`src/hw/rtl/lpht_pkg.sv`:
```
// shared types and constants for the linear probe hash table
package lpht_pkg;

    localparam logic [1:0] KIND_LOOKUP = 2'd0;
    localparam logic [1:0] KIND_INSERT = 2'd1;
    localparam logic [1:0] KIND_CLEAR  = 2'd2;
    localparam logic [1:0] KIND_UNUSED = 2'd3;

    localparam logic [1:0] ST_OK       = 2'd0;
    localparam logic [1:0] ST_FULL     = 2'd1;
    localparam logic [1:0] ST_ZERO_KEY = 2'd2;

    localparam logic [31:0] HASH_MUL_A = 32'h85ebca6b;
    localparam logic [31:0] HASH_MUL_B = 32'hc2b2ae35;

    localparam int HOME_W      = 16;
    localparam int CNT_CMP_W   = 17;
    localparam logic [10:0] COUNT_MAX = 11'd2047;

    typedef enum logic [2:0] {
        OP_LOOKUP,
        OP_INSERT,
        OP_CLEAR,
        OP_NOP,
        OP_ZERO
    } op_t;

    typedef struct packed {
        op_t                op;
        logic [63:0]        key;
        logic [63:0]        value;
        logic [30:0]        size;
        logic [HOME_W-1:0]  home;
    } cmd_t;

endpackage

```
`src/hw/rtl/lpht_queue.sv`:
```
// two entry command queue between front and back
module lpht_queue (
    input  logic           clk,
    input  logic           rst_n,
    input  logic           in_valid,
    output logic           in_ready,
    input  lpht_pkg::cmd_t in_cmd,
    output logic           out_valid,
    output lpht_pkg::cmd_t out_cmd,
    input  logic           out_pop
);

    lpht_pkg::cmd_t mem_reg [2];
    logic           wr_ptr_reg, rd_ptr_reg;
    logic [1:0]     cnt_reg;
    logic           do_push, do_pop;

    assign in_ready  = (cnt_reg != 2'd2);
    assign out_valid = (cnt_reg != 2'd0);
    assign out_cmd   = mem_reg[rd_ptr_reg];
    assign do_push   = in_valid && in_ready;
    assign do_pop    = out_pop && out_valid;

    always_ff @(posedge clk or negedge rst_n)
    begin
        if (!rst_n)
        begin
            wr_ptr_reg <= 1'b0;
            rd_ptr_reg <= 1'b0;
            cnt_reg    <= 2'd0;
        end
        else
        begin
            if (do_push)
                wr_ptr_reg <= !wr_ptr_reg;
            if (do_pop)
                rd_ptr_reg <= !rd_ptr_reg;
            cnt_reg <= cnt_reg + {1'b0, do_push} - {1'b0, do_pop};
        end
    end

    always_ff @(posedge clk)
    begin
        if (do_push)
            mem_reg[wr_ptr_reg] <= in_cmd;
    end

endmodule

```
`config.mk`:
```
export PLATFORM = sky130hd
export DESIGN_NAME = lpht_queue
export DESIGN_NICKNAME = d
export VERILOG_FILES = /design/src/hw/rtl/lpht_pkg.sv /design/src/hw/rtl/lpht_queue.sv
export SDC_FILE = /design/constraint.sdc
export NUM_CORES = 1
export LEC_CHECK = 0
export ABC_AREA = 1
export CORE_UTILIZATION = 55
export CTS_CLUSTER_DIAMETER = 200
export CTS_CLUSTER_SIZE = 20
export DETAILED_ROUTE_END_ITERATION = 6
export DONT_BUFFER_PORTS = 1
export GPL_TIMING_DRIVEN = 0
export PLACE_DENSITY = 0.71
export REMOVE_ABC_BUFFERS = 1
export SYNTH_ARGS = -nofsm -noshare
export SYNTH_HDL_FRONTEND = slang
export SYNTH_SLANG_ARGS = --single-unit
```
`constraint.sdc`:
```
create_clock -name clk -period 10.2 [get_ports clk]
set_clock_uncertainty 0.2 [all_clocks]
set_input_delay 0.51 -clock clk [delete_from_list [all_inputs] [get_ports clk]]
set_output_delay 0.51 -clock clk [all_outputs]
set_load 0.05 [all_outputs]
```
# Word level (Yosys, flattened, before mapping)
# Memory sizes are Yosys's and may differ from the RTL's.
# Index checks and enable logic that the tools add are counted.
# totals
out_inout_bits,180
in_bits,182
n_memories,1
register_bits,4
ram_bits,356
# op_classes
addsub,2
n_mux,2
n_reduce_logical,5
eq_ne,1
# memory_table
name,words,width,rd,rd_clocked_by_memory_dff,wr,line,source
mem_reg,2,178,1,0,1,lpht_queue.sv:13,lpht_pkg::cmd_t mem_reg [2];
# ops
op,count
2-bit by 1-bit adder with 2-bit output,1
1-bit logical AND,2
1-bit zero test,2
1-bit two-way mux,2
2-bit inequality test (second input constant),1
2-bit nonzero test,1
2-bit by 1-bit subtractor with 2-bit output,1

# Depth between registers and ports, before layout
# depth
depth_word,4
mapped_depth,12

# Worst setup path before layout
# No wires, ideal clock.
# synth_timing
kind,register -> register
startpoint,reg cnt_reg[1]
endpoint,"mem mem_reg[1][0] (netlist name), enable pin"
setup_slack_ps,841
t_arrival_ps,8438
t_required_ps,9279
setup_time_ps,721
stages_incl_launch_ff,4
path_cell_list,dfrtp_1 nand2_1 nand2_1 nor2_1
# synth_via
elab_chain_cells,4
# synth_rtl
item,line,source
from (decl),lpht_queue.sv:15,logic [1:0] cnt_reg;
from (signal assigned),lpht_queue.sv:38,"cnt_reg <= cnt_reg + {1'b0, do_push} - {1'b0, do_pop};"
2-bit inequality test,lpht_queue.sv:18,assign in_ready = (cnt_reg != 2'd2);
named net in_ready,lpht_queue.sv:6,"output logic in_ready,"
1-bit logical AND,lpht_queue.sv:21,assign do_push = in_valid && in_ready;
1-bit two-way mux,lpht_queue.sv:44,if (do_push)
1-bit two-way mux (implied by the code),lpht_queue.sv:45,mem_reg[wr_ptr_reg] <= in_cmd;
to (decl),lpht_queue.sv:13,
# The timed path passes the listed nets, and every way through them passes these cells.

==> results.md <==
* Outcome: completed
* Clock share of power at 15.0%
* Hold crit path type: input pin to register
* Crit path time final at 3.79 ns
* Setup bufs post-CTS at 0
* Post-synth EDFFs at 356
* Reg2Reg Setup Slack at 7.18 ns
* Final Wtd Congestion at 0.680
* Row count at 56
* Setup-failing EPs final at 0
* Maximum VDD drop at 303 uV
* CTS tree: yes
* Syn avg cell area at 13.7 um2
* Area grow syn2layout at 22.0%
* WP data arrival at 3.08 ns
* Commonest cells in the netlist: nand2_1, edfxtp_1, buf_2
* Mapped Area at 13200 um2
* Hold Fails Final Rpt at 0
* CP top delay family: buffers and inverters
* Sw frac at 49.4%
* Power per cell area at 334 nW/um2
* Share of the synthesized area in the top cell type at 81.0%
* Pleak at 6.21 nW
* Post-synthesis sequential area ratio at 81.7%
* CP Capture Type: output pin
* First-pass GRT wire length at 39100 um
* Leading post-synthesis cells by cell area: edfxtp_1, nand2_1, buf_6, dfrtp_1, buf_2
* FILL cells at 1473
* Top FF cell, synth: edfxtp_1
* Netlist cell types at 15
* Die Wd at 157 um
* Initial antenna violation count at 3
* Internal cell power at 2.72 mW
* Max-capacitance violation count at 0
* Number of global-route vias before repair at 7362
* Synth area leader: edfxtp_1
* Reg power frac at 39.4%
* Root cell of the clock tree: clkbuf_16
* Htree depth at 1
* Core Util, Final at 68.6%
* Fmax at 264 MHz
* Setup CP Type: register to output pin
* WL final at 26800 um
* Async S/R FF share, synth at 1.11%
* Syn Inst Count at 961
* Worst-Skew Late Latency at 0.51 ns
* Fin crit share at 37.2%
* Clk sink count at 360
* Most common cell in the synthesized netlist: nand2_1
* Setup TNS Final at 0 ns
* Placed cell area at 13700 um2
* HPWL after detailed placement at 15700 um
* Remaining antenna violation count after routing at 0
* Least-Margin Pin Slew at 0.829 ns
* Slowest cell on crit path: dfrtp_4
* Detailed-route via count at 7580
* Clock tree buffer depth at 3
* Final slew viol count at 0
* Die area at 24600 um2
* RSZ-0062 raised after global routing: no
* Sw Pwr at 2.66 mW
* Max reg flops at 356
* Core footprint at 23500 um2
* Max incr delay on CP at 0.74 ns
* Worst setup SP type: register
* Reg-to-reg critical path startpoint: cnt_reg[0]
* Max-slew headroom at 44.8%
* Via/cell ratio at 5.15
* Comb pwr share at 45.6%
* Fin nets at 1326
* CTS-repair resized insts at 0
* RR Endpoint: mem_reg[1][113]
* Drt drc at 0
* Crit path to: out_cmd[118]
* CP Buf/Inv Count at 3
* TritonCTS Buffers at 21
* Worst-path cell chain: buf_16, inv_6, buf_16, nand2_1, nand2_1
* Global-route congestion overflow total at 0
* 1st-iter DRT viols at 474
* Pin count of the biggest net entering global routing at 102
* Synth warn at 0
* Initial core utilization at 56.2%
* CP Depth at 5
* Reg clk slew, reported paths at 0.09 ns
* Critical path origin: rd_ptr_reg
* Reg2reg path depth at 7
* Final instance area at 16100 um2
* IO Count at 362
* Drt first pass iters at 5
* # hold bufs at CTS at 182
* Crit path max fanout at 101
* Synth Register Bits at 360
* Worst EP required at 9.49 ns
* GRT Total Usage at 21.0%
* Buffers added on ports at 0
* Wire per inst at 18.2 um
* Die height at 157 um
* Layout cell share with drive strength beyond 1 at 3.57%
-- metal layers --
layer | share of wire, % | vias to the layer above | track usage (%)
met5 | 0 | - | 0
met4 | 4.4 | 0 | 9.29
met3 | 9.0 | 69 | 6.11
met2 | 51 | 319 | 37.1
met1 | 35 | 3592 | 23.5
li1 | - | 3600 | -
-- kinds of logic after synthesis --
| logic type | synth area share [%] |
|---|---|
| AOI/OAI and AO/OA | 0.0757 |
| xor gates and xnor gates | 0.0664 |
| adders and majority gates | 0.0948 |
| buffers and inverters | 2.38 |
| DFF | 81.7 |
| and+or+nand+nor | 15.7 |
-- worst register-to-register path: cells and delay by family (launching register included) --
| kind | cells | cell delay, ns |
|---|---|---|
| buf+inv | 4 | 0.69 |
| simple gates | 3 | 1.41 |
| flops | 1 | 0.40 |
-- worst min path at each step --
stage | slack (ns) | end | startpoint | depth (start not counted)
6_report | 0.05 | cnt_reg[0] | in_valid | 3
3_3_place_gp | 0.01 | wr_ptr_reg | rst_n | 0
2_1_floorplan | 0.01 | cnt_reg[0] | rst_n | 0
4_1_cts | 0.03 | cnt_reg[0] | in_valid | 3
5_1_grt | 0.04 | rd_ptr_reg | rst_n | 1
3_5_place_dp | 0.01 | wr_ptr_reg | rst_n | 0
-- area by class of cell --
type / count / area (um2) / area share (%)
inverters: 8 / 35.0 / 0.217
repair buffers: 198 / 2200 / 13.7
clock buffers: 29 / 556 / 3.45
well taps: 319 / 399 / 2.48
flip-flops and latches: 360 / 10800 / 67.0
multi-input cells: 554 / 2110 / 13.1
diodes: 4 / 10.0 / 0.0621
-- power groups by stage --
stage	Combinational (mW)	Clock, mW	Sequential, mW
after floorplan	1.97	0	2.28
after global placement	2.28	0	2.39
after detailed placement	2.39	0	2.15
after CTS	2.46	0.823	2.11
after global routing	2.59	0.877	2.15
final	2.45	0.806	2.12
-- stage by stage --
stage	hold slack, ns	cells	worst slack, ns	power (mW)
4_1_cts	0.0311	1468	6.32	5.40
5_1_grt	0.0375	1471	6.17	5.62
3_5_place_dp	0.0146	1257	6.89	4.54
3_3_place_gp	0.0147	1241	-3.33	4.67
2_1_floorplan	0.0144	922	0.841	4.25
6_report	0.0527	1472	6.41	5.38
-- cell usage in the layout (no fill, tap or decap), drive strengths merged --
master / netlist / layout
inv: 8 / 8
xor2: 1 / 1
buf: 36 / 16
diode: 0 / 4
o21ai: 1 / 1
edfxtp: 356 / 356
ha: 1 / 1
nand3: 2 / 2
a21oi: 1 / 1
nor2: 5 / 5
nand2: 543 / 543
dfrtp: 4 / 4
dlygate4sd3: 0 / 182
clkbuf: 3 / 29
Power figures use the tool's default switching activity.
