--- src/hw/rtl/lpht_pkg.sv ---
// shared types and constants for the linear probe hash table
package lpht_pkg;

    localparam logic [1:0] KIND_LOOKUP = 2'd0;
    localparam logic [1:0] KIND_INSERT = 2'd1;
    localparam logic [1:0] KIND_CLEAR  = 2'd2;
    localparam logic [1:0] KIND_UNUSED = 2'd3;

    localparam logic [1:0] ST_OK       = 2'd0;
    localparam logic [1:0] ST_FULL     = 2'd1;
    localparam logic [1:0] ST_ZERO_KEY = 2'd2;

    localparam logic [31:0] HASH_MUL_A = 32'h85ebca6b;
    localparam logic [31:0] HASH_MUL_B = 32'hc2b2ae35;

    localparam int HOME_W      = 16;
    localparam int CNT_CMP_W   = 17;
    localparam logic [10:0] COUNT_MAX = 11'd2047;

    typedef enum logic [2:0] {
        OP_LOOKUP,
        OP_INSERT,
        OP_CLEAR,
        OP_NOP,
        OP_ZERO
    } op_t;

    typedef struct packed {
        op_t                op;
        logic [63:0]        key;
        logic [63:0]        value;
        logic [30:0]        size;
        logic [HOME_W-1:0]  home;
    } cmd_t;

endpackage

--- src/hw/rtl/lpht_front.sv ---
// front end: accepts transactions, classifies them and computes the home slot
module lpht_front (
    input  logic                clk,
    input  logic                rst_n,
    input  logic                push,
    output logic                full,
    input  logic [1:0]          kind,
    input  logic [63:0]         lookup_key,
    input  logic [63:0]         new_value,
    input  logic [30:0]         entry_size,
    input  logic                hold,
    output logic                cmd_valid,
    output lpht_pkg::cmd_t      cmd,
    input  logic                cmd_ready
);

    typedef enum logic [1:0] {
        F_IDLE,
        F_MUL_LO,
        F_MUL_HI,
        F_PUSH
    } fstate_t;

    fstate_t        state_reg, state_next;
    logic           sel_reg, sel_next;
    logic [63:0]    h_reg, h_next;
    logic [63:0]    prod_reg, prod_next;
    lpht_pkg::cmd_t cmd_reg, cmd_next;
    logic [31:0]    mul_c;
    logic [31:0]    mul_a;
    logic [63:0]    mul_p;
    logic [63:0]    sum;

    assign mul_c = sel_reg ? lpht_pkg::HASH_MUL_B : lpht_pkg::HASH_MUL_A;
    assign mul_a = (state_reg == F_MUL_LO) ? h_reg[31:0] : h_reg[63:32];
    assign mul_p = mul_a * mul_c;
    assign sum   = prod_reg + {mul_p[31:0], 32'd0};

    always_comb
    begin
        state_next = state_reg;
        sel_next   = sel_reg;
        h_next     = h_reg;
        prod_next  = prod_reg;
        cmd_next   = cmd_reg;
        unique case (state_reg)
            F_IDLE:
            begin
                if (push && !hold)
                begin
                    h_next         = lookup_key ^ (lookup_key >> 2);
                    sel_next       = 1'b0;
                    cmd_next.key   = lookup_key;
                    cmd_next.value = new_value;
                    cmd_next.size  = entry_size;
                    priority if (kind == lpht_pkg::KIND_CLEAR)
                        cmd_next.op = lpht_pkg::OP_CLEAR;
                    else if (kind != lpht_pkg::KIND_LOOKUP && kind != lpht_pkg::KIND_INSERT)
                        cmd_next.op = lpht_pkg::OP_NOP;
                    else if (lookup_key == 64'd0)
                        cmd_next.op = lpht_pkg::OP_ZERO;
                    else if (kind == lpht_pkg::KIND_LOOKUP)
                        cmd_next.op = lpht_pkg::OP_LOOKUP;
                    else
                        cmd_next.op = lpht_pkg::OP_INSERT;
                    state_next = F_MUL_LO;
                end
            end
            F_MUL_LO:
            begin
                prod_next  = mul_p;
                state_next = F_MUL_HI;
            end
            F_MUL_HI:
            begin
                if (sel_reg)
                begin
                    h_next        = sum ^ (sum >> 16);
                    cmd_next.home = h_next[lpht_pkg::HOME_W-1:0];
                    state_next    = F_PUSH;
                end
                else
                begin
                    h_next     = sum ^ (sum >> 13);
                    sel_next   = 1'b1;
                    state_next = F_MUL_LO;
                end
            end
            F_PUSH:
            begin
                if (cmd_ready)
                begin
                    state_next = F_IDLE;
                end
            end
            default:
            begin
                state_next = F_IDLE;
            end
        endcase
    end

    always_ff @(posedge clk or negedge rst_n)
    begin
        if (!rst_n)
        begin
            state_reg <= F_IDLE;
            sel_reg   <= 1'b0;
            h_reg     <= '0;
            prod_reg  <= '0;
            cmd_reg   <= '0;
        end
        else
        begin
            state_reg <= state_next;
            sel_reg   <= sel_next;
            h_reg     <= h_next;
            prod_reg  <= prod_next;
            cmd_reg   <= cmd_next;
        end
    end

    assign full      = (state_reg != F_IDLE) || hold;
    assign cmd_valid = (state_reg == F_PUSH);
    assign cmd       = cmd_reg;

endmodule

--- config.mk ---
export PLATFORM = sky130hd
export DESIGN_NAME = lpht_front
export DESIGN_NICKNAME = d
export VERILOG_FILES = /design/src/hw/rtl/lpht_pkg.sv /design/src/hw/rtl/lpht_front.sv
export SDC_FILE = /design/constraint.sdc
export NUM_CORES = 2
export LEC_CHECK = 0
export BUFFER_PORTS_ARGS = -buffer_cell sky130_fd_sc_hd__buf_2
export CORE_AREA = 2 2 370 372
export DETAILED_ROUTE_END_ITERATION = 16
export DIE_AREA = 0 0 372 374
export PLACE_DENSITY = 0.53
export SETUP_SLACK_MARGIN = 0.1
export SLEW_MARGIN = 20
export SYNTH_ARGS = -nofsm -noshare
export SYNTH_HDL_FRONTEND = slang
export SYNTH_SLANG_ARGS = --single-unit
--- constraint.sdc ---
create_clock -name clk -period 13.8 [get_ports clk]
set_clock_uncertainty 0.1 [all_clocks]
set_input_delay 0.69 -clock clk [delete_from_list [all_inputs] [get_ports clk]]
set_output_delay 0.69 -clock clk [all_outputs]
set_load 0.005 [all_outputs]
# ---- Word-level counts from Yosys, hierarchy flattened
# Index checks and enable logic that the tools add are counted.
dict set report totals {
  regBits 309
  in_bits 166
  output_inout_bits 180
  wordCells 50
}
dict set report classes {
  addsub 1
  mul 1
  eq_ne 7
  muxes 15
  bitwise_logic 3
  n_reduce_logical 14
}
# operator count
set ops {}
lappend ops {{two-way mux 64 bit} 2}
lappend ops {{one-hot mux 64 bit (2 select lines)} 1}
lappend ops {{adder 64 bit} 1}
lappend ops {{zero test 64 bit} 1}
lappend ops {{multiplier 32 x 32 -> 64 bit} 1}
lappend ops {{XOR 64 x 48 -> 64 bit} 1}
lappend ops {{XOR 64 x 51 -> 64 bit} 1}
lappend ops {{XOR 64 x 62 -> 64 bit} 1}
lappend ops {{two-way mux 32 bit} 1}
lappend ops {{two-way mux 31 bit} 1}
lappend ops {{two-way mux 3 bit} 3}
lappend ops {{one-hot mux 2 bit (4 select lines)} 1}
lappend ops {{AND reduction 2 bit} 4}
lappend ops {{== test 2 bit, second input constant} 3}
lappend ops {{two-way mux 2 bit} 3}
lappend ops {{nonzero test 2 bit} 3}
lappend ops {{zero test 2 bit} 2}
lappend ops {{inequality test 2 x 1 -> 1 bit, second input constant} 2}
lappend ops {{== test 2 x 1 -> 1 bit, second input constant} 1}
lappend ops {{logical AND 1 bit} 2}
lappend ops {{two-way mux 1 bit} 2}
lappend ops {{inequality test 2 bit, second input constant} 1}
lappend ops {{one-hot mux 1 bit (2 select lines)} 1}
lappend ops {{zero test 1 bit} 1}
lappend ops {{logical OR 1 bit} 1}

# ---- Logic depth before layout (Yosys ltp)
dict set report depth {
  depth_word 7
  ltp_mapped 43
}

# ---- Least setup slack after synthesis
# Ideal clock, no wire load.
dict set report synth_timing {
  path_kind {reg-to-reg}
  start {reg state_reg[0]}
  end {reg h_reg[46]}
  setup_ps 133
  t_arrival_ps 9741
  required_time_ps 13567
  setup_slack_ps 3826
  path_stages_with_launch 37
  period_less_slack_ps 9974
  cell_sequence {dfrtp_1 -> nor2b_1 -> clkbuf_1 -> clkbuf_1 -> mux2i_1 -> inv_1 -> nand2_1 -> o21ai_0 -> ha_1 -> fa_1 -> inv_1 -> fa_1 -> fa_1 -> inv_1 -> fa_1 -> fa_1 -> fa_1 -> fa_1 -> ha_1 -> clkbuf_1 -> a21oi_1 -> o21a_1 -> a21boi_0 -> o21bai_1 -> a21oi_1 -> xnor2_1 -> ha_1 -> or2_2 -> a21oi_1 -> a21oi_1 -> a21o_1 -> a21o_1 -> o21a_1 -> mux2_2 -> nor4_1 -> xor2_1 -> o21ai_0}
}
dict set report synth_via {
  elab_chain_cells 7
  elab_cells_between_ends 13
  classes_between {add/sub (1); mul (1); eq/ne (3); mux (3); bitwise (2); reduce/logical (3)}
}
# item line
set synth_lines {}
lappend synth_lines {{from (decl)} lpht_front.sv:24} ;# fstate_t state_reg, state_next;
lappend synth_lines {{from (signal assigned)} lpht_front.sv:115} ;# state_reg <= state_next;
lappend synth_lines {{== test 2 x 1 -> 1 bit *} lpht_front.sv:35} ;# assign mul_a = (state_reg == F_MUL_LO) ? h_reg[31:0] : h_reg[63:32];
lappend synth_lines {{two-way mux 32 bit *} lpht_front.sv:35}
lappend synth_lines {{multiplier 32 x 32 -> 64 bit *} lpht_front.sv:36} ;# assign mul_p = mul_a * mul_c;
lappend synth_lines {{via mul_p[24]} lpht_front.sv:31} ;# logic [63:0] mul_p;
lappend synth_lines {{adder 64 bit *} lpht_front.sv:37} ;# assign sum = prod_reg + {mul_p[31:0], 32'd0};
lappend synth_lines {{XOR 64 x 51 -> 64 bit or XOR 64 x 48 -> 64 bit (tied branches)} {lpht_front.sv:84, lpht_front.sv:78}}
lappend synth_lines {{two-way mux 64 bit *} lpht_front.sv:76} ;# if (sel_reg)
lappend synth_lines {{one-hot mux 64 bit (2 select lines) *} lpht_front.sv:46} ;# unique case (state_reg)
lappend synth_lines {{to (signal assigned)} lpht_front.sv:117} ;# h_reg <= h_next;
lappend synth_lines {{to (decl)} lpht_front.sv:26} ;# logic [63:0] h_reg, h_next;
# The timed path passes the listed nets; every way through them passes the cells marked *.
# A chain may end at the register's enable or synchronous reset.

# ---- Final worst setup path
dict set report layout_timing {
  start {reg state_reg[1]}
  end {reg h_reg[46]}
}
# Same word-level chain as after synthesis.

==> flow_summary.yaml <==
status:
  run_status: "finished, final reports clean"
timing:
  report.final.setup_viol: 0
  fin_tns_setup_ns: 0
  timing.fmax_mhz: 81.0
  final-hold-violation-count: 0
  max_slew.worst_pin.slew_ns: 1.08
  slew-limit-headroom_pct: 27.5
  final_worst_path_setup_slack_ns: 1.46
  timing.final.crit_period_ns: 12.34
  drv_slew: 0
  fin_crit_sh_pct: 89.4
  rsz0062_at_grt: "false"
finish:
  finalCoreUtilization_pct: 33.4
  mostFrequentLayoutCell: "nand2_1"
  largest_reg_flops: 178
  area_growth_syn_to_layout_pct: 11.9
  fill_cells: 14100
  postLayoutCellArea_um2: 45100
  design.final.nets: 5871
  final_cell_mix: "nand2_1 (816), inv_1 (812), fa_1 (600)"
  drive_above_1_share_pct: 10.7
place:
  port-buffer-count: 345
  worst_setup_slack_before_clock_tree_synthesis_ns: 1.59
  gpl.final_weighted_congestion: 0.944
  dp.final_hpwl_um: 128000
  postPlaceCellArea_um2: 44000
synth:
  yosysTopAreaCellShare_pct: 29.8
  netlist_area_um2: 40300
  synth_ff_type: "dfrtp_1"
  synth_enable_flop_cells: 0
  postSynthRegisterBits: 309
  yosys-top-cells-area: "fa_1 (30%), dfrtp_1 (19%), ha_1 (15%)"
  count_of_unique_library_cells_instantiated_by_yosys: 77
  ys_seq_area_share_pct: 19.2
  async_reset_ff_share_pct: 100
  synth.yosys.warnings: 0
  post_synth.cell_area_avg_um2: 9.24
  synth_cells: 4362
  yosysTopAreaCell: "fa_1"
clock_network:
  clockBufferDepth: 3
  cts_sinks: 309
  cts_resized: 0
  cts.repair_timing.setup_buffer_count: 0
  clk_latency_ns: 0.63
  quantity_of_hold_fixing_buffers_added_after_cts: 0
  htree_levels: 1
  clkTransAtPathRegs_ns: 0.07
  cts_made_buffers: 31
  cts-root-buf: "clkbuf_16"
  tritoncts: "done"
drt:
  dr_total_vias: 31400
  drtIter0Drc: 2856
  drt-pass1-iter-count: 6
  avgRoutedWirePerCell_um: 23.4
  route.final.wire_length_um: 150000
  drtAntennaViolNets: 0
  routed_via_density: 4.89
  drt_drc_violations_left: 0
floorplanning:
  pin_count: 346
  initial_utilization_pct: 29.9
  die_y_um: 374
  floorplan.die_area_um2: 139000
  die_width_um: 372
  core_area_um2: 135000
  fp-row-count: 135
grt:
  antenna_found_initial: 7
  global_route_wire_length_before_repair_um: 224000
  grt_pass1_vias: 32800
  global_route.usage.total_pct: 21.7
  grt-ovfl-total: 0
  grt_start_max_net_pins: 187
min_path:
  worst_hold_check_path_type: "in2async"
worst_setup_path:
  critical_path_required_ns: 14.18
  end_kind: "flop"
  setup.worst_path.start_class: "flop"
  critPathMaxFanout: 20
  crit_top_cell: "fa_1"
  cp.arrival_ns: 12.72
  critPathKind: "reg2reg"
  slowest_stage: "mux2i_1"
  critical-path-max-stage-delay_ns: 0.83
job:
  maxCapViolCount: 0
## worst max-delay path: cells and delay by family, from the launching register on
family / cells / cell delay, ns
adders and majority gates: 10 / 4.67
DFF: 1 / 0.61
xor gates and xnor gates: 2 / 0.42
and+or+nand+nor: 4 / 1.56
buffers and inverters: 6 / 1.22
AOI/OAI and AO/OA: 12 / 2.48
muxes: 2 / 1.12
## worst paths after layout
path,startpoint,slack [ns],to,cells after the start
worst min register to register,cmd[16]$_DFFE_PN0P_,0.37,cmd[16]$_DFFE_PN0P_,2
min in group clk,entry_size[2],0.15,cmd[18]$_DFFE_PN0P_,3
worst min-delay path,rst_n,0.04,cmd[164]$_DFFE_PN0P_,1
worst max register to register,state_reg[1]$_DFFE_PN0P_,1.46,h_reg[46]$_DFFE_PN0P_,36
max in group asynchronous,rst_n,11.97,cmd[37]$_DFFE_PN0P_,2
worst max-delay path,state_reg[1]$_DFFE_PN0P_,1.46,h_reg[46]$_DFFE_PN0P_,36
## per-layer routing
layer,vias to the layer above,global-route usage (%),wire (um)
met4,8,6.82,5860
met5,-,0,54
met3,215,2.87,9740
met2,1115,34.0,67200
li1,14200,-,-
met1,15900,30.9,67200
## cell type report
| cell class | count | area [um^2] | area share [%] |
|---|---|---|---|
| well taps | 1781 | 2230 | 4.94 |
| clock inverters | 16 | 163 | 0.361 |
| repair buffers | 394 | 2120 | 4.69 |
| multi-input cells | 3059 | 28900 | 64.0 |
| clock buffers | 42 | 907 | 2.01 |
| diodes | 3 | 7.51 | 0.0166 |
| flip-flops and latches | 309 | 7740 | 17.2 |
| inverters | 816 | 3060 | 6.79 |
## per-stage QoR
| step | cells | hold WS, ns |
|---|---|---|
| after detailed placement | 6359 | 0.357 |
| after global placement | 6359 | 0.349 |
| after CTS | 6417 | 0.0784 |
| after floorplan | 4364 | 0.294 |
| final | 6420 | 0.0376 |
| after global routing | 6417 | 0.0746 |
## kinds of logic after synthesis
family | after synthesis | share of synthesized area (%)
flops | 309 | 19.2
other cells | 2 | 0.0186
xor+xnor | 225 | 4.93
mux | 69 | 1.72
fa+ha+maj | 1094 | 45.1
compound gates | 521 | 7.98
simple gates | 1146 | 11.7
buf+inv | 996 | 9.31
## synth_stat cells (all sizes together), types with 4 or more instances
cell type and n:
a211oi 11, a21o 45, a21oi 136, a221oi 4
a22oi 24, a31oi 10, a41oi 5, and2 8
and3 10, buf 22, clkbuf 158, dfrtp 309
fa 600, ha 494, inv 813, mux2i 67
nand2 816, nand2b 11, nand3 13, nand4 26
nor2 157, nor2b 11, nor3 32, nor4 21
nor4b 4, o211ai 26, o21a 14, o21ai 183
o21bai 19, o22ai 5, o31a 8, o31ai 5
or2 12, or3 9, or4 5, xnor2 133
xor2 92
Power is not shown: default switching activity piles up to over one toggle a cycle in this logic, so the estimate is an artifact.
